<file path="src/hw/rtl/mlfe_pkg.sv">
// ----------------------------------------------------------------------------
// mlfe_pkg
// Shared constants, job type and CRC/BCD helpers for the meter link engine.
// ----------------------------------------------------------------------------
`default_nettype none

package mlfe_pkg;

	localparam int REPLY_MAX_DEF = 128;

	localparam logic [15:0] CRC_INIT = 16'hFFFF;
	localparam logic [15:0] CRC_POLY = 16'hA001;

	localparam logic [7:0]  CMD_ENERGY = 8'h27;
	localparam logic [7:0]  CMD_POWER  = 8'h63;
	localparam logic [19:0] ID_LIMIT   = 20'd999999;

	// Reply byte positions and length limits
	localparam int DATA_FIRST  = 5;
	localparam int DATA_LAST   = 20;
	localparam int DATA_BYTES  = 16;
	localparam int CRC_START   = 2;
	localparam int SHORT_MAX   = 8;
	localparam int ENERGY_MIN  = 23;
	localparam int POWER_MIN   = 11;
	localparam int POWER_BYTES = 4;

	localparam int Q_DEPTH = 2;

	// Result kinds
	localparam logic [1:0] KIND_TX      = 2'd0;
	localparam logic [1:0] KIND_STATUS  = 2'd1;
	localparam logic [1:0] KIND_READING = 2'd2;

	// Status codes
	localparam logic [2:0] ST_DECODED   = 3'd0;
	localparam logic [2:0] ST_UNDECODED = 3'd1;
	localparam logic [2:0] ST_CRC_ERR   = 3'd2;
	localparam logic [2:0] ST_SHORT     = 3'd3;
	localparam logic [2:0] ST_BAD_DATA  = 3'd4;
	localparam logic [2:0] ST_BAD_ID    = 3'd5;

	// Last result step of each job, and last request step folded into the CRC
	localparam logic [2:0] REQ_LAST_STEP    = 3'd6;
	localparam logic [2:0] REQ_CRC_STEP     = 3'd4;
	localparam logic [2:0] ENERGY_LAST_STEP = 3'd4;
	localparam logic [2:0] POWER_LAST_STEP  = 3'd2;

	typedef enum logic [1:0] {
		JOB_REQUEST = 2'd0,
		JOB_STATUS  = 2'd1,
		JOB_ENERGY  = 2'd2,
		JOB_POWER   = 2'd3
	} job_kind_t;

	typedef struct packed {
		job_kind_t                   jkind;
		logic [2:0]                  status;
		logic [19:0]                 id;
		logic [7:0]                  cmd;
		logic [DATA_BYTES-1:0][7:0]  data;
	} job_t;

	// One byte of CRC-16, reflected polynomial, bit at a time
	function automatic logic [15:0] crc_byte(input logic [15:0] crc, input logic [7:0] b);
		logic [15:0] c;
		c = crc ^ {8'h00, b};
		for (int i = 0; i < 8; i++) begin
			c = c[0] ? ((c >> 1) ^ CRC_POLY) : (c >> 1);
		end
		return c;
	endfunction

	function automatic logic bad_digit(input logic [7:0] b);
		return (b[7:4] > 4'd9) || (b[3:0] > 4'd9);
	endfunction

	// Two BCD digits to binary, 0..99
	function automatic logic [6:0] pair_value(input logic [7:0] b);
		return 7'(b[7:4]) * 7'd10 + 7'(b[3:0]);
	endfunction

endpackage

`default_nettype wire

</file>
<file path="src/hw/rtl/mlfe_front.sv">
// ----------------------------------------------------------------------------
// mlfe_front
// Accepts items, runs the reply receiver and classifies each closing item
// into a job for the result sequencer.
// ----------------------------------------------------------------------------
`default_nettype none

module mlfe_front #(
	parameter int REPLY_MAX = mlfe_pkg::REPLY_MAX_DEF
) (
	input  wire logic          clk,
	input  wire logic          arst_n,
	input  wire logic          item_valid,
	output logic               item_stall,
	input  wire logic          operation,
	input  wire logic [19:0]   device_id,
	input  wire logic [7:0]    command,
	input  wire logic [7:0]    rx_byte,
	input  wire logic          rx_last,
	input  wire logic          q_full,
	output logic               push,
	output mlfe_pkg::job_t     push_job
);

	localparam int CNT_W = $clog2(REPLY_MAX + 1);

	logic [15:0]      crc_q;
	logic [7:0]       dly0_q;
	logic [7:0]       dly1_q;
	logic [CNT_W-1:0] cnt_q;
	logic [7:0]       pend_cmd_q;
	logic [7:0]       data_q [mlfe_pkg::DATA_BYTES];
	logic             bad_q  [mlfe_pkg::DATA_BYTES];

	logic                              accept;
	logic                              take;
	logic                              wr;
	logic [CNT_W-1:0]                  wsub;
	logic [3:0]                        widx;
	logic [15:0]                       crc_n;
	logic [7:0]                        dly0_n;
	logic [7:0]                        dly1_n;
	logic [CNT_W-1:0]                  cnt_n;
	logic [mlfe_pkg::DATA_BYTES-1:0]   bad_n;
	logic [mlfe_pkg::DATA_BYTES-1:0][7:0] data_n;
	logic                              id_ok;

	assign item_stall = q_full;
	assign accept     = item_valid && !item_stall;
	assign id_ok      = device_id <= mlfe_pkg::ID_LIMIT;

	// Receiver next state for a reply byte
	assign take   = operation && (cnt_q < CNT_W'(REPLY_MAX));
	assign crc_n  = (take && cnt_q >= CNT_W'(mlfe_pkg::CRC_START))
		? mlfe_pkg::crc_byte(crc_q, dly1_q) : crc_q;
	assign dly1_n = take ? dly0_q : dly1_q;
	assign dly0_n = take ? rx_byte : dly0_q;
	assign cnt_n  = take ? cnt_q + CNT_W'(1) : cnt_q;
	assign wr     = take && cnt_q >= CNT_W'(mlfe_pkg::DATA_FIRST)
		&& cnt_q <= CNT_W'(mlfe_pkg::DATA_LAST);
	assign wsub   = cnt_q - CNT_W'(mlfe_pkg::DATA_FIRST);
	assign widx   = wsub[3:0];

	// Merge the byte of this cycle so the closing byte is seen too
	always_comb begin
		for (int i = 0; i < mlfe_pkg::DATA_BYTES; i++) begin
			if (wr && widx == 4'(i)) begin
				data_n[i] = rx_byte;
				bad_n[i]  = mlfe_pkg::bad_digit(rx_byte);
			end else begin
				data_n[i] = data_q[i];
				bad_n[i]  = bad_q[i];
			end
		end
	end

	always_comb begin
		push_job.id     = device_id;
		push_job.cmd    = command;
		push_job.data   = data_n;
		push_job.jkind  = mlfe_pkg::JOB_STATUS;
		push_job.status = mlfe_pkg::ST_DECODED;
		if (!operation) begin
			if (id_ok) begin
				push_job.jkind = mlfe_pkg::JOB_REQUEST;
			end else begin
				push_job.status = mlfe_pkg::ST_BAD_ID;
			end
		end else if (cnt_n <= CNT_W'(mlfe_pkg::SHORT_MAX)) begin
			push_job.status = mlfe_pkg::ST_SHORT;
		end else if (crc_n != {dly0_n, dly1_n}) begin
			push_job.status = mlfe_pkg::ST_CRC_ERR;
		end else if (pend_cmd_q == mlfe_pkg::CMD_ENERGY) begin
			if (cnt_n < CNT_W'(mlfe_pkg::ENERGY_MIN) || |bad_n) begin
				push_job.status = mlfe_pkg::ST_BAD_DATA;
			end else begin
				push_job.jkind = mlfe_pkg::JOB_ENERGY;
			end
		end else if (pend_cmd_q == mlfe_pkg::CMD_POWER) begin
			if (cnt_n < CNT_W'(mlfe_pkg::POWER_MIN)
					|| |bad_n[mlfe_pkg::POWER_BYTES-1:0]) begin
				push_job.status = mlfe_pkg::ST_BAD_DATA;
			end else begin
				push_job.jkind = mlfe_pkg::JOB_POWER;
			end
		end else begin
			push_job.status = mlfe_pkg::ST_UNDECODED;
		end
	end

	assign push = accept && (!operation || rx_last);

	always_ff @(posedge clk or negedge arst_n) begin
		if (!arst_n) begin
			crc_q      <= mlfe_pkg::CRC_INIT;
			dly0_q     <= '0;
			dly1_q     <= '0;
			cnt_q      <= '0;
			pend_cmd_q <= '0;
		end else if (accept) begin
			if (!operation) begin
				if (id_ok) begin
					pend_cmd_q <= command;
					crc_q      <= mlfe_pkg::CRC_INIT;
					dly0_q     <= '0;
					dly1_q     <= '0;
					cnt_q      <= '0;
				end
			end else if (rx_last) begin
				crc_q  <= mlfe_pkg::CRC_INIT;
				dly0_q <= '0;
				dly1_q <= '0;
				cnt_q  <= '0;
			end else begin
				crc_q  <= crc_n;
				dly0_q <= dly0_n;
				dly1_q <= dly1_n;
				cnt_q  <= cnt_n;
			end
		end
	end

	always_ff @(posedge clk) begin
		if (accept && wr) begin
			data_q[widx] <= rx_byte;
			bad_q[widx]  <= mlfe_pkg::bad_digit(rx_byte);
		end
	end

endmodule

`default_nettype wire

</file>
<file path="src/hw/rtl/mlfe_queue.sv">
// ----------------------------------------------------------------------------
// mlfe_queue
// Short job queue between the front and the result sequencer.
// ----------------------------------------------------------------------------
`default_nettype none

module mlfe_queue (
	input  wire logic            clk,
	input  wire logic            arst_n,
	input  wire logic            push,
	input  mlfe_pkg::job_t       push_job,
	output logic                 full,
	input  wire logic            pop,
	output mlfe_pkg::job_t       head_job,
	output logic                 empty
);

	localparam int PTR_W = (mlfe_pkg::Q_DEPTH > 1) ? $clog2(mlfe_pkg::Q_DEPTH) : 1;
	localparam int CNT_W = $clog2(mlfe_pkg::Q_DEPTH + 1);

	mlfe_pkg::job_t   slot_q [mlfe_pkg::Q_DEPTH];
	logic [PTR_W-1:0] wr_ptr_q;
	logic [PTR_W-1:0] rd_ptr_q;
	logic [CNT_W-1:0] count_q;
	logic             do_push;
	logic             do_pop;

	assign full     = count_q == CNT_W'(mlfe_pkg::Q_DEPTH);
	assign empty    = count_q == '0;
	assign do_push  = push && !full;
	assign do_pop   = pop && !empty;
	assign head_job = slot_q[rd_ptr_q];

	function automatic logic [PTR_W-1:0] ptr_inc(input logic [PTR_W-1:0] p);
		return (p == PTR_W'(mlfe_pkg::Q_DEPTH - 1)) ? '0 : p + PTR_W'(1);
	endfunction

	always_ff @(posedge clk or negedge arst_n) begin
		if (!arst_n) begin
			wr_ptr_q <= '0;
			rd_ptr_q <= '0;
			count_q  <= '0;
		end else begin
			if (do_push) begin
				wr_ptr_q <= ptr_inc(wr_ptr_q);
			end
			if (do_pop) begin
				rd_ptr_q <= ptr_inc(rd_ptr_q);
			end
			if (do_push && !do_pop) begin
				count_q <= count_q + CNT_W'(1);
			end else if (do_pop && !do_push) begin
				count_q <= count_q - CNT_W'(1);
			end
		end
	end

	always_ff @(posedge clk) begin
		if (do_push) begin
			slot_q[wr_ptr_q] <= push_job;
		end
	end

endmodule

`default_nettype wire

</file>
<file path="src/hw/rtl/mlfe_back.sv">
// ----------------------------------------------------------------------------
// mlfe_back
// Result sequencer: steps through one job at a time into the output register,
// one result per cycle while that register is not stalled.
// ----------------------------------------------------------------------------
`default_nettype none

module mlfe_back (
	input  wire logic          clk,
	input  wire logic          arst_n,
	input  mlfe_pkg::job_t     head_job,
	input  wire logic          q_empty,
	output logic               pop,
	output logic               result_valid,
	input  wire logic          result_stall,
	output logic [1:0]         kind,
	output logic [7:0]         tx_byte,
	output logic [2:0]         status,
	output logic [26:0]        reading,
	output logic [1:0]         reading_index,
	output logic               reading_scale,
	output logic               last
);

	mlfe_pkg::job_t act_q;
	logic           act_valid_q;
	logic [2:0]     step_q;
	logic [15:0]    crc_q;

	logic           out_load;
	logic           adv;
	logic           fin;
	logic [2:0]     last_step;
	logic [7:0]     tx_sel;
	logic [6:0]     p0, p1, p2, p3;
	logic [26:0]    energy_val;
	logic [26:0]    power_val;

	logic [1:0]     r_kind;
	logic [7:0]     r_tx;
	logic [2:0]     r_status;
	logic [26:0]    r_reading;
	logic [1:0]     r_idx;
	logic           r_scale;
	logic           r_last;

	assign p0 = mlfe_pkg::pair_value(act_q.data[0]);
	assign p1 = mlfe_pkg::pair_value(act_q.data[1]);
	assign p2 = mlfe_pkg::pair_value(act_q.data[2]);
	assign p3 = mlfe_pkg::pair_value(act_q.data[3]);

	assign energy_val = 27'(p0) * 27'd1000000 + 27'(p1) * 27'd10000
		+ 27'(p2) * 27'd100 + 27'(p3);
	assign power_val  = 27'(p0) * 27'd100 + 27'(p1);

	always_comb begin
		case (step_q)
			3'd1:    tx_sel = {4'h0, act_q.id[19:16]};
			3'd2:    tx_sel = act_q.id[15:8];
			3'd3:    tx_sel = act_q.id[7:0];
			3'd4:    tx_sel = act_q.cmd;
			3'd5:    tx_sel = crc_q[7:0];
			3'd6:    tx_sel = crc_q[15:8];
			default: tx_sel = 8'h00;
		endcase
	end

	always_comb begin
		r_kind    = mlfe_pkg::KIND_STATUS;
		r_tx      = '0;
		r_status  = mlfe_pkg::ST_DECODED;
		r_reading = '0;
		r_idx     = '0;
		r_scale   = 1'b0;
		r_last    = 1'b0;
		last_step = '0;
		unique case (act_q.jkind)
			mlfe_pkg::JOB_REQUEST: begin
				last_step = mlfe_pkg::REQ_LAST_STEP;
				r_kind    = mlfe_pkg::KIND_TX;
				r_tx      = tx_sel;
				r_last    = step_q == mlfe_pkg::REQ_LAST_STEP;
			end
			mlfe_pkg::JOB_STATUS: begin
				r_status = act_q.status;
				r_last   = 1'b1;
			end
			mlfe_pkg::JOB_ENERGY: begin
				last_step = mlfe_pkg::ENERGY_LAST_STEP;
				if (step_q == mlfe_pkg::ENERGY_LAST_STEP) begin
					r_last = 1'b1;
				end else begin
					r_kind    = mlfe_pkg::KIND_READING;
					r_reading = energy_val;
					r_idx     = step_q[1:0];
				end
			end
			mlfe_pkg::JOB_POWER: begin
				last_step = mlfe_pkg::POWER_LAST_STEP;
				if (step_q == mlfe_pkg::POWER_LAST_STEP) begin
					r_last = 1'b1;
				end else begin
					r_kind    = mlfe_pkg::KIND_READING;
					r_reading = power_val;
					r_idx     = step_q[1:0];
					r_scale   = step_q == '0;
				end
			end
		endcase
	end

	assign out_load = !result_valid || !result_stall;
	assign adv      = act_valid_q && out_load;
	assign fin      = adv && step_q == last_step;
	assign pop      = !q_empty && (!act_valid_q || fin);

	always_ff @(posedge clk or negedge arst_n) begin
		if (!arst_n) begin
			act_q        <= '0;
			act_valid_q  <= 1'b0;
			step_q       <= '0;
			result_valid <= 1'b0;
		end else begin
			if (pop) begin
				act_valid_q <= 1'b1;
				step_q      <= '0;
			end else if (fin) begin
				act_valid_q <= 1'b0;
			end else if (adv) begin
				step_q <= step_q + 3'd1;
			end
			if (pop) begin
				act_q <= head_job;
			end else if (adv) begin
				// Advance the BCD window to the next reading
				if (act_q.jkind == mlfe_pkg::JOB_ENERGY) begin
					act_q.data <= act_q.data >> 32;
				end else if (act_q.jkind == mlfe_pkg::JOB_POWER) begin
					act_q.data <= act_q.data >> 16;
				end
			end
			if (out_load) begin
				result_valid <= act_valid_q;
			end
		end
	end

	always_ff @(posedge clk) begin
		if (adv && act_q.jkind == mlfe_pkg::JOB_REQUEST
				&& step_q <= mlfe_pkg::REQ_CRC_STEP) begin
			crc_q <= mlfe_pkg::crc_byte((step_q == '0) ? mlfe_pkg::CRC_INIT : crc_q,
				tx_sel);
		end
		if (adv) begin
			kind          <= r_kind;
			tx_byte       <= r_tx;
			status        <= r_status;
			reading       <= r_reading;
			reading_index <= r_idx;
			reading_scale <= r_scale;
			last          <= r_last;
		end
	end

endmodule

`default_nettype wire

</file>
<file path="src/hw/rtl/meter_link_frame_engine.sv">
// ----------------------------------------------------------------------------
// meter_link_frame_engine
// Request framing and reply checking for a serial energy-meter link.
// ----------------------------------------------------------------------------
// A request item (operation 0) yields the 7-byte request frame, CRC-16/Modbus
// appended low byte first, or one bad-id status when device_id is above
// 999999. Reply bytes (operation 1) are folded into a running CRC one byte per
// cycle while the job queue has room; the byte flagged rx_last closes the
// reply and yields either a single status, or the BCD readings followed by a
// decoded status (four readings for command 0x27, two for 0x63). Every
// transaction on the item side is accepted while the two-entry job queue has
// room, so reply bytes stream at one per cycle. The result sequencer emits one
// result per cycle while the output register is not stalled; an item yields 7
// results for a request, 5 for a decoded 0x27 reply, 3 for a decoded 0x63
// reply and 1 for any status, so the sustained rate of items producing
// results is set by the sequencer. When nothing is queued ahead of it, an
// item passes through the job queue and the sequencer's active-job register
// before its first result reaches the output register. Output fields that do
// not apply to a result's kind read as zero. There is no clearing pass after
// reset; the block accepts items from the first cycle.
// ----------------------------------------------------------------------------
`default_nettype none

module meter_link_frame_engine #(
	parameter int REPLY_MAX = mlfe_pkg::REPLY_MAX_DEF
) (
	input  wire logic          clk,
	input  wire logic          arst_n,
	input  wire logic          item_valid,
	output logic               item_stall,
	input  wire logic          operation,
	input  wire logic [19:0]   device_id,
	input  wire logic [7:0]    command,
	input  wire logic [7:0]    rx_byte,
	input  wire logic          rx_last,
	output logic               result_valid,
	input  wire logic          result_stall,
	output logic [1:0]         kind,
	output logic [7:0]         tx_byte,
	output logic [2:0]         status,
	output logic [26:0]        reading,
	output logic [1:0]         reading_index,
	output logic               reading_scale,
	output logic               last
);

	logic           push;
	mlfe_pkg::job_t push_job;
	logic           q_full;
	logic           q_empty;
	logic           pop;
	mlfe_pkg::job_t head_job;

	// Front: receiver state and classification of each closing transaction
	mlfe_front #(
		.REPLY_MAX (REPLY_MAX)
	) u_front (
		.clk        (clk),
		.arst_n     (arst_n),
		.item_valid (item_valid),
		.item_stall (item_stall),
		.operation  (operation),
		.device_id  (device_id),
		.command    (command),
		.rx_byte    (rx_byte),
		.rx_last    (rx_last),
		.q_full     (q_full),
		.push       (push),
		.push_job   (push_job)
	);

	// Job queue: lets the front keep taking bytes while results drain
	mlfe_queue u_queue (
		.clk      (clk),
		.arst_n   (arst_n),
		.push     (push),
		.push_job (push_job),
		.full     (q_full),
		.pop      (pop),
		.head_job (head_job),
		.empty    (q_empty)
	);

	// Back: one result per cycle into the output register unless it is stalled
	mlfe_back u_back (
		.clk           (clk),
		.arst_n        (arst_n),
		.head_job      (head_job),
		.q_empty       (q_empty),
		.pop           (pop),
		.result_valid  (result_valid),
		.result_stall  (result_stall),
		.kind          (kind),
		.tx_byte       (tx_byte),
		.status        (status),
		.reading       (reading),
		.reading_index (reading_index),
		.reading_scale (reading_scale),
		.last          (last)
	);

	// Queue cannot be full and empty at once
	assert property (@(posedge clk) disable iff (!arst_n) !(q_full && q_empty))
		else $error("job queue full and empty together");

	// Stall only ever comes from a full queue
	assert property (@(posedge clk) disable iff (!arst_n) item_stall |-> q_full)
		else $error("item side stalled with queue room");

	// A reading is never the closing result of a transaction
	assert property (@(posedge clk) disable iff (!arst_n)
		(result_valid && kind == mlfe_pkg::KIND_READING) |-> !last)
		else $error("reading flagged as last result");

	// A status always closes its transaction
	assert property (@(posedge clk) disable iff (!arst_n)
		(result_valid && kind == mlfe_pkg::KIND_STATUS) |-> last)
		else $error("status not flagged as last result");

endmodule

`default_nettype wire
</file>
<file path="config.mk">
export PLATFORM = sky130hd
export DESIGN_NAME = meter_link_frame_engine
export DESIGN_NICKNAME = d
export VERILOG_FILES = /design/src/hw/rtl/mlfe_pkg.sv /design/src/hw/rtl/mlfe_front.sv /design/src/hw/rtl/mlfe_queue.sv /design/src/hw/rtl/mlfe_back.sv /design/src/hw/rtl/meter_link_frame_engine.sv
export SDC_FILE = /design/constraint.sdc
export NUM_CORES = 1
export LEC_CHECK = 0
export BUFFER_PORTS_ARGS = -buffer_cell sky130_fd_sc_hd__buf_4
export CORE_MARGIN = 5
export CORE_UTILIZATION = 45
export CTS_CLUSTER_SIZE = 25
export DETAILED_ROUTE_END_ITERATION = 8
export PLACE_DENSITY = 0.7
export SETUP_SLACK_MARGIN = 0.2
export SYNTH_ARGS = -nofsm -noshare
export SYNTH_HDL_FRONTEND = slang
export SYNTH_HIERARCHICAL = 1
export SYNTH_SLANG_ARGS = --single-unit
</file>
<file path="constraint.sdc">
create_clock -name clk -period 12 [get_ports clk]
set_input_delay 3 -clock clk [delete_from_list [all_inputs] [get_ports clk]]
set_output_delay 3 -clock clk [all_outputs]
set_load 0.1 [all_outputs]
</file>
==> impl_results.md <==
- Post-synthesis cell area: 39140 µm²
- Max Root-Sink Buffers: 3
- Total die area: 92960 µm²
- Worst path slowest cell: xor2_1
- Root buffer cell: clkbuf_16
- Worst-skew pair later-pin latency: 0.63 ns
- Max Slew Vio Count: 0
- RD Place Congestion: 0.8498
- Outcome: completed
- Crit end category: register
- Critical path's largest stage delay: 0.63 ns
- Post-synthesis sequential area ratio: 54.35%
- Pre-antenna DRT Iters: 5
- Met2 wire length: 40870 µm
- Final HPWL DP: 53650 µm
- Inserted Clock Buffers: 80
- Average routed wire per standard cell: 19.79 µm
- DRC violations left: 0
- Gr usage total: 17.77%
- CTS-repair resized insts: 0
- TNS Setup: 0 ns
- Max Cap Viol: 0
- Yosys warnings: 6
- CTS Sinks: 744
- Normalized max-slew margin: 7.600%
- Worst hold path type: reg -> reg
- Top_reg_cell synth: edfxtp_1
- Pin count of the biggest net entering global routing: 253
- ANT cells: 0
- Input/output buffers: 87
- I/O pin total: 88
- Crit path top cell by count: ha_1
- Via/cell ratio: 5.486
- Worst slew pin tran: 1.377 ns
- Vias in the first global route: 23168
- DRT met1 WL: 38960 µm
- Crit share post-route: 68.73%
- Unrepaired setup endpoints after global routing: no
- Die Wd: 304.9 µm
- Post-route ant nets: 0
- Initial Utilization: 45.25%
- Worst endpoint required time: 12.44 ns
- Rows: 108
- Synth unique cells: 98
- Initial detailed-routing violation count: 1628
- Final nets: 3367
- Area Overhead vs Synth: 10.31%
- Setup CP Type: reg -> reg
- Final Skew: 0.02643 ns
- Initial antenna violation count: 0
- Clk pin slew, worst setup/hold paths: 0.06 ns
- Yosys reg bits: 744
- Setup-violating endpoint count in the final report: 0
- Global route total overflow: 0
- Metal3 WL: 3526 µm
- Share of post-route cells with drive strength above 1: 19.84%
- Fmax: 121.3 MHz
- Final hold viol count: 0
- Async SR Flop Fraction: 29.30%
- Crit path DAT: 8.69 ns
- Final min period: 8.247 ns
- CP startpoint kind: register
- Post-Synthesis Cells: 3050
- H-Tree Depth: 3
- Hold-fix buffers, CTS: 0
- First-pass GRT wire length: 133900 µm
- DRT Wirelength: 84780 µm
- Vias: 23509
- EDFF count, synth: 526
- Number of post-CTS setup repair buffers: 0
- CTS tree: built
- # fillers: 7549
- Crit-path max FO: 7
- Mean Syn Cell Area: 12.83 µm²
- Die height: 304.9 µm
- Syn_nets: 3354
- Core Region: 86480 µm²
- Max Used Layer: met4
logic make-up after synthesis:
group / Yosys count / synth area share (%)
muxes: 444 / 13.22
and+or+nand+nor: 599 / 7.120
xor gates and xnor gates: 165 / 3.971
DFF: 744 / 54.35
buffers and inverters: 291 / 3.494
adders and majority gates: 264 / 9.272
AOI/OAI and AO/OA: 543 / 8.575
cell usage in the layout, fill, tap and decap left out, types with 9 or more instances in the layout:
| cell type | netlist | layout |
|---|---|---|
| mux2_2 | 251 | 251 |
| nand2b_1 | 32 | 32 |
| dfstp_2 | 16 | 16 |
| nand2_1 | 214 | 214 |
| o211ai_1 | 11 | 11 |
| nor2b_1 | 17 | 17 |
| o21ai_0 | 177 | 176 |
| nor3_1 | 20 | 14 |
| xnor2_1 | 105 | 105 |
| buf_4 | 32 | 102 |
| ha_1 | 218 | 217 |
| clkbuf_16 | 0 | 80 |
| mux2_4 | 82 | 82 |
| o22ai_1 | 11 | 11 |
| nand4_1 | 9 | 9 |
| a22o_1 | 23 | 23 |
| nor2_1 | 196 | 195 |
| nor3b_1 | 21 | 21 |
| a21oi_1 | 179 | 178 |
| inv_1 | 116 | 116 |
| and2_1 | 11 | 11 |
| and3_1 | 12 | 11 |
| nand3_1 | 27 | 27 |
| clkbuf_1 | 96 | 21 |
| o21a_1 | 15 | 15 |
| fa_1 | 44 | 44 |
| xor2_1 | 51 | 51 |
| edfxtp_1 | 526 | 526 |
| a21o_1 | 27 | 27 |
| mux2i_1 | 110 | 110 |
| clkinv_2 | 0 | 14 |
| dfrtp_1 | 202 | 201 |
| clkinv_1 | 0 | 10 |
final cells by class:
cell class	count	area (µm²)	area share, %
multi-input combinational	2015	16580	38.40
inverter	116	435.4	1.009
timing repair buffer	106	840.8	1.948
clock inverter	42	434.2	1.006
tap	1155	1445	3.348
sequential	744	21270	49.28
clock buffer	107	2163	5.011
state kept, by name, summed over array words and instances (netlist names), 8 cells and up:
signal,count
u_front/dly1_q,8
u_front/crc_q,16
u_front/cnt_q,8
u_back/crc_q,16
u_back/reading,27
u_front/bad_q,16
u_queue/slot_q,322
u_front/pend_cmd_q,8
u_front/data_q,128
u_back/act_q,161
u_front/dly0_q,8
u_back/tx_byte,8
synthesized netlist by cell type (all sizes together) (7+ instances only):
library cell	n	area share, %
a211oi	7	0.13
a21o	29	0.56
a21oi	180	2.3
a22o	26	0.59
a31oi	9	0.16
and2	12	0.19
and3	12	0.19
buf	79	1.5
clkbuf	96	0.92
dfrtp	202	13
dfstp	16	1.1
edfxtp	526	40
fa	44	2.3
ha	218	7.0
inv	116	1.1
mux2	333	10
mux2i	111	2.8
nand2	215	2.1
nand2b	32	0.51
nand3	27	0.35
nand4	10	0.18
nor2	196	1.9
nor2b	18	0.31
nor3	21	0.28
nor3b	21	0.40
nor4	7	0.13
o211ai	12	0.27
o21a	15	0.29
o21ai	184	2.4
o21bai	8	0.15
o22ai	12	0.21
xnor2	108	2.5
xor2	51	1.1
worst max-delay path: cells and delay by family, from the launching register on:
family          cells  cell delay (ns)
fa+ha+maj          11             3.78
buf+inv             4             0.23
flops               1             0.41
xor+xnor            1             0.63
compound gates      8             1.77
simple gates        4             1.24
through the flow:
| stage | util, % | cells | hold WS, ns | cell area (µm²) | setup WS, ns |
|---|---|---|---|---|---|
| 6_report | 49.92 | 4285 | 0.5036 | 43170 | 3.753 |
| 2_1_floorplan | - | 3050 | 0.4608 | 39140 | 1.187 |
| 5_1_grt | 49.92 | 4285 | 0.5217 | 43170 | 3.229 |
| 4_1_cts | 49.92 | 4285 | 0.5026 | 43170 | 3.776 |
| 3_5_place_dp | 46.91 | 4136 | 0.4887 | 40570 | 3.793 |
| 3_3_place_gp | 46.91 | 4136 | 0.4848 | 40570 | 3.885 |
final timing paths:
| path | from | end | slack [ns] | cells past startpoint |
|---|---|---|---|---|
| max in group asynchronous | arst_n | u_queue/rd_ptr_q$_DFFE_PN0P_ | 7.98 | 2 |
| worst max-delay path | u_back/act_q[13]$_DFFE_PN0P_ | u_back/reading[24]$_DFFE_PP_ | 3.75 | 28 |
| worst min register to register | u_front/pend_cmd_q[5]$_DFFE_PN0P_ | u_front/pend_cmd_q[5]$_DFFE_PN0P_ | 0.50 | 1 |
| min in group asynchronous | arst_n | u_back/act_q[116]$_DFFE_PN0P_ | 2.42 | 1 |
| worst max register to register | u_back/act_q[13]$_DFFE_PN0P_ | u_back/reading[24]$_DFFE_PP_ | 3.75 | 28 |
| worst min-delay path | u_front/pend_cmd_q[5]$_DFFE_PN0P_ | u_front/pend_cmd_q[5]$_DFFE_PN0P_ | 0.50 | 1 |
layer usage:
metal / vias to the layer above / track usage [%]
li1: 11132 / -
met1: 11782 / 25.30
met2: 490 / 29.54
met3: 105 / 2.368
met4: 0 / 3.659
met5: - / 0
Power is not shown: default switching activity piles up to over one toggle a cycle in this logic, so the estimate is an artifact.
